$ cat src/design/pkte_pkg.sv
`timescale 1ns / 1ps
`default_nettype none
// ----------------------------------------------------------------------------
// pkte_pkg
// Operation codes and the control bundles shared by the peer key table engine.
// ----------------------------------------------------------------------------
package pkte_pkg;

  localparam logic [2:0] OP_ADD_NODE  = 3'd0;
  localparam logic [2:0] OP_DROP_NODE = 3'd1;
  localparam logic [2:0] OP_ADD_WEAK  = 3'd2;
  localparam logic [2:0] OP_DROP_WEAK = 3'd3;
  localparam logic [2:0] OP_AUTH      = 3'd4;
  localparam logic [2:0] OP_ADDR      = 3'd5;
  localparam logic [2:0] OP_KEY       = 3'd6;
  localparam logic [2:0] OP_VALIDATE  = 3'd7;

  // Commands from the controller to the datapath.
  typedef struct packed {
    logic start;
    logic cmp;
    logic publish;
  } cmd_t;

  // Status from the datapath to the controller.
  typedef struct packed {
    logic immediate;
    logic finish;
  } sts_t;

endpackage
`default_nettype wire

$ cat src/design/pkte_ctrl.sv
`timescale 1ns / 1ps
`default_nettype none
// ----------------------------------------------------------------------------
// pkte_ctrl
// Sequencer: accepts a beat, steps the table scan and hands off the result.
// ----------------------------------------------------------------------------
module pkte_ctrl (
  input  wire logic           clk,
  input  wire logic           rst,
  input  wire logic           in_valid,
  output logic                in_ready,
  output logic                out_valid,
  input  wire logic           out_ready,
  output pkte_pkg::cmd_t      cmd,
  input  wire pkte_pkg::sts_t sts
);

  localparam logic [1:0] S_IDLE = 2'd0;
  localparam logic [1:0] S_READ = 2'd1;
  localparam logic [1:0] S_CMP  = 2'd2;
  localparam logic [1:0] S_DONE = 2'd3;

  logic [1:0] state;
  logic [1:0] state_next;

  assign in_ready    = (state == S_IDLE);
  assign cmd.start   = in_valid && in_ready;
  assign cmd.cmp     = (state == S_CMP);
  assign cmd.publish = (state == S_DONE) && (!out_valid || out_ready);

  always_comb begin
    state_next = state;
    case (state)
      S_IDLE: begin
        if (cmd.start) state_next = sts.immediate ? S_DONE : S_READ;
      end
      S_READ: state_next = S_CMP;
      S_CMP: begin
        state_next = sts.finish ? S_DONE : S_READ;
      end
      S_DONE: begin
        if (cmd.publish) state_next = S_IDLE;
      end
      default: state_next = S_IDLE;
    endcase
  end

  always_ff @(posedge clk) begin
    if (rst) begin
      state     <= S_IDLE;
      out_valid <= 1'b0;
    end else begin
      state <= state_next;
      if (cmd.publish) out_valid <= 1'b1;
      else if (out_ready) out_valid <= 1'b0;
    end
  end

endmodule
`default_nettype wire

$ cat config.mk
export PLATFORM = sky130hd
export DESIGN_NAME = pkte_ctrl
export DESIGN_NICKNAME = d
export VERILOG_FILES = /design/src/design/pkte_pkg.sv /design/src/design/pkte_ctrl.sv
export SDC_FILE = /design/constraint.sdc
export NUM_CORES = 1
export LEC_CHECK = 0
export BUFFER_PORTS_ARGS = -buffer_cell sky130_fd_sc_hd__buf_2
export CAP_MARGIN = 20
export CORE_AREA = 5 5 42 44
export CTS_CLUSTER_DIAMETER = 150
export DETAILED_ROUTE_END_ITERATION = 10
export DIE_AREA = 0 0 47 49
export HOLD_SLACK_MARGIN = 0.03
export PLACE_DENSITY_LB_ADDON = 0.25
export SLEW_MARGIN = 0
export SYNTH_ARGS = -nofsm -noshare
export SYNTH_HDL_FRONTEND = slang
export SYNTH_SLANG_ARGS = --single-unit
$ cat constraint.sdc
create_clock -name clk -period 0.9 [get_ports clk]
set_input_delay 0.09 -clock clk [delete_from_list [all_inputs] [get_ports clk]]
set_output_delay 0.09 -clock clk [all_outputs]
set_load 0.02 [all_outputs]
# Yosys cells after proc, flatten, opt, wreduce, memory -nomap -nowiden
# Index checks and enable logic that the tools add are counted.
# word_totals
reg_bits	3
latch_bits	0
mem_bits_rw	0
romBits	0
inputBits	6
out_inout_bits	5
word_cells	21
mem_count	0
# op_classes
add_sub_neg	0
n_mul	0
div_mod_pow	0
order_cmp	0
n_eq_ne	5
n_shift	0
n_mux	7
bitwise_logic	0
reduce_logical	7
# ops
op	count
$mux W2	4
$pmux W2 S4	1
$eq A2 B2 Y1 const B	2
$eq A2 B1 Y1 const B	1
$logic_and A1 B1 Y1	2
$logic_not A2 Y1	1
$mux W1	2
$ne A2 B1 Y1 const B	1
$ne A2 B2 Y1 const B	1
$reduce_and A2 Y1	1
$reduce_bool A2 Y1	1
$logic_not A1 Y1	1
$logic_or A1 B1 Y1	1

# Depth between registers and ports, before layout
# depth
depth_word	5
depth_mapped	2
mapped_depth_nobuf	2

# Worst setup path after synthesis
# OpenSTA, ideal clock, no wires.
# synth_timing
path_kind	flip-flop to output port
startpoint	register state[0]
endpoint	output port cmd[2] (netlist bit)
arrival_ns	0.953
required_ns	0.810
setup_slack_ns	-0.143
path_stages_with_launch	3
n_path_buf	0
cell_sequence	dfxtp_1 nor2_1 and2_1
# synth_lines
item	line	source
from (decl)	pkte_ctrl.sv:23	logic [1:0] state;
from (signal assigned)	pkte_ctrl.sv:53	state <= state_next;
to (decl)	pkte_ctrl.sv:14	output pkte_pkg::cmd_t cmd,

==> results.toml <==
[placement]
dp_cells = 44
placed_area_um2 = 234
place_hpwl_um = 331
portBuffers = 10
place_congestion = 0.656

[route]
drcViolationCount = 0
vias_per_cell = 3.83
routed-via-count = 203
wire_per_inst_um = 9.62
wirelength_um = 510
drt_first_pass_iters = 2
first_iter_violations = 3
postRouteAntennaNets = 0

[sta]
finClkSkew_ps = 0.805
period_needed_ps = 1030
relSlewSlack = 0.879
hold_viol = 0
finalSetupViolations = 5
setup_slack_ps = -129
rsz0062_at_grt = "yes"
worst_pin_slew_ps = 181
period_share = 1.14
drv_slew = 0
fmax_ghz = 0.972

[run_status]
status = "finished, violations left"
failed_checks = "setup timing"

[clocking]
cts_tree = "done"
clock_path_buffers = 2
cts_sinks = 3
numCtsBuffers = 3
cts.root.buffer_cell = "clkbuf_4"
ctsHoldBuffers = 0
htreeDepth = 1
cts.clk_slew.worst_paths_ps = 40
clkLatencyLatePin_ps = 230

[power_and_ir_drop]
peakVddDrop_mv = 0.626
power_w = 0.000596
p_leak_nw = 0.162
pwr_density_cell_mw_per_mm2 = 1610

[setup_path]
startpoint_type = "flop"
crit_arrival_ps = 940
critPathKind = "flop to primary output"
cp.required_ps = 810
cp_max_fo = 4
end_kind = "primary output"

[floorplan]
rows = 14
die_w_um = 47
die_area_mm2 = 0.00230
core-area_mm2 = 0.00140
start_util = 0.107
die_h_um = 49
ios = 11

[logic_synthesis]
syn-cell-area_um2 = 150
synth_top_area_frac = 0.400
synth-seq-cells = 3
synthArstFlopShare = 0
yosysUniqueCellTypes = 12
ys_seq_area_frac = 0.400
synth_cells = 17
syn_area_per_cell_um2 = 8.83
synth_most_common_cell = "dfxtp_1"
synth_nets = 23
synth_top_flop_cell = "dfxtp_1"
synth.area.top_cells = "dfxtp_1 40%, nand3b_1 10%, nand2b_1 8.3%"
yosysTopAreaCell = "dfxtp_1"
synth_edf_count = 0
ys.warnings.count = 0
yosys-top-cells-count = "3 x dfxtp_1, 2 x a21oi_1, 2 x nand2b_1, 2 x nand3b_1"

[global_route]
met1_usage = 0.0613
antenna_found_initial = 0
busiest_layer = "met2"
grt_max_degree = 5
grt_util_met3 = 0.0480
grt_pass1_vias = 216
grtUsageMet2 = 0.0633
grt_pass1_wl_um = 834
grt.total_usage = 0.0527
grt_overflow_total = 0

[finish]
antenna_cells = 0
finish.utilization = 0.264
fin_area_um2 = 370
nNetsFinal = 44
area_growth_pct = 147
drive_above_1_share = 0.811
fin_cells = 53

[flow_run]
maxCapViolCount = 0

[hold_path]
hold_class = "input pin to flop"
-- state kept, by name, indices dropped and copies added, names as in the netlist --
signal,cells
state,2
out_valid,1
-- critical path: stages, from the launching register on --
cell	delay (ps)
dfxtp_4	370
and2b_2	220
buf_6	120
-- layout by cell type (no fill, tap or decap), drive strengths merged --
| cell type | count |
|---|---|
| buf | 16 |
| nand2 | 1 |
| nor2b | 1 |
| nand3b | 2 |
| nand2b | 2 |
| clkbuf | 4 |
| nor2 | 1 |
| and2 | 1 |
| a311oi | 1 |
| and2b | 1 |
| o21bai | 1 |
| dfxtp | 3 |
| a21oi | 2 |
| a211oi | 1 |
-- routing by layer --
layer | part of all wire | up-vias | routed length, um
met5 | 0 | - | 0
met4 | 0 | 0 | 0
met3 | 0.12 | 0 | 59
met2 | 0.37 | 11 | 190
met1 | 0.51 | 89 | 260
li1 | - | 103 | -
-- through the flow --
stage                     hold slack, ps  setup TNS, ps  worst slack, ps
after floorplan                      159          -11.4            -11.4
after global routing                66.9           -696             -162
final                               59.0           -447             -129
after global placement               291          -35.4            -16.7
after CTS                           49.1           -467             -136
after detailed placement             291          -12.1            -9.03
-- area by class of cell --
cell class              instances  area (um^2)
well taps                      16         20.0
multi-input cells              14          124
flip-flops and latches          3         68.8
clock buffers                   4         26.3
repair buffers                 16          131
fillers                       160         1030
-- power by group --
part	switching [W]	leakage [nW]	internal (W)
Combinational	0.0000796	0.121	0.000123
Sequential	0.0000179	0.0264	0.000146
Clock	0.0000636	0.0150	0.000166
-- logic make-up (layout without fill, tap and decap cells) --
logic type / after synthesis / after routing / share of synthesized area
and+or+nand+nor: 9 / 9 / 0.375
AOI/OAI and AO/OA: 5 / 5 / 0.225
buffers and inverters: 0 / 20 / 0
DFF: 3 / 3 / 0.400
-- worst paths after layout --
check / start / endpoint / slack (ps) / cells after the start
setup / recovery: state[0]$_SDFFE_PP0P_ / cmd[1] / -130 / 2
hold / removal: rst / out_valid$_SDFFE_PP0P_ / 60 / 2
setup reg to reg: state[1]$_SDFFE_PP0P_ / state[1]$_SDFFE_PP0P_ / -20 / 3
hold reg to reg: out_valid$_SDFFE_PP0P_ / out_valid$_SDFFE_PP0P_ / 490 / 2
-- timing repair --
item,in CTS,in global routing
buffers inserted,2,3
setup endpoints to repair,5,6
pin swaps,3,4
gates resized for setup,15,7
Power figures use the tool's default switching activity.
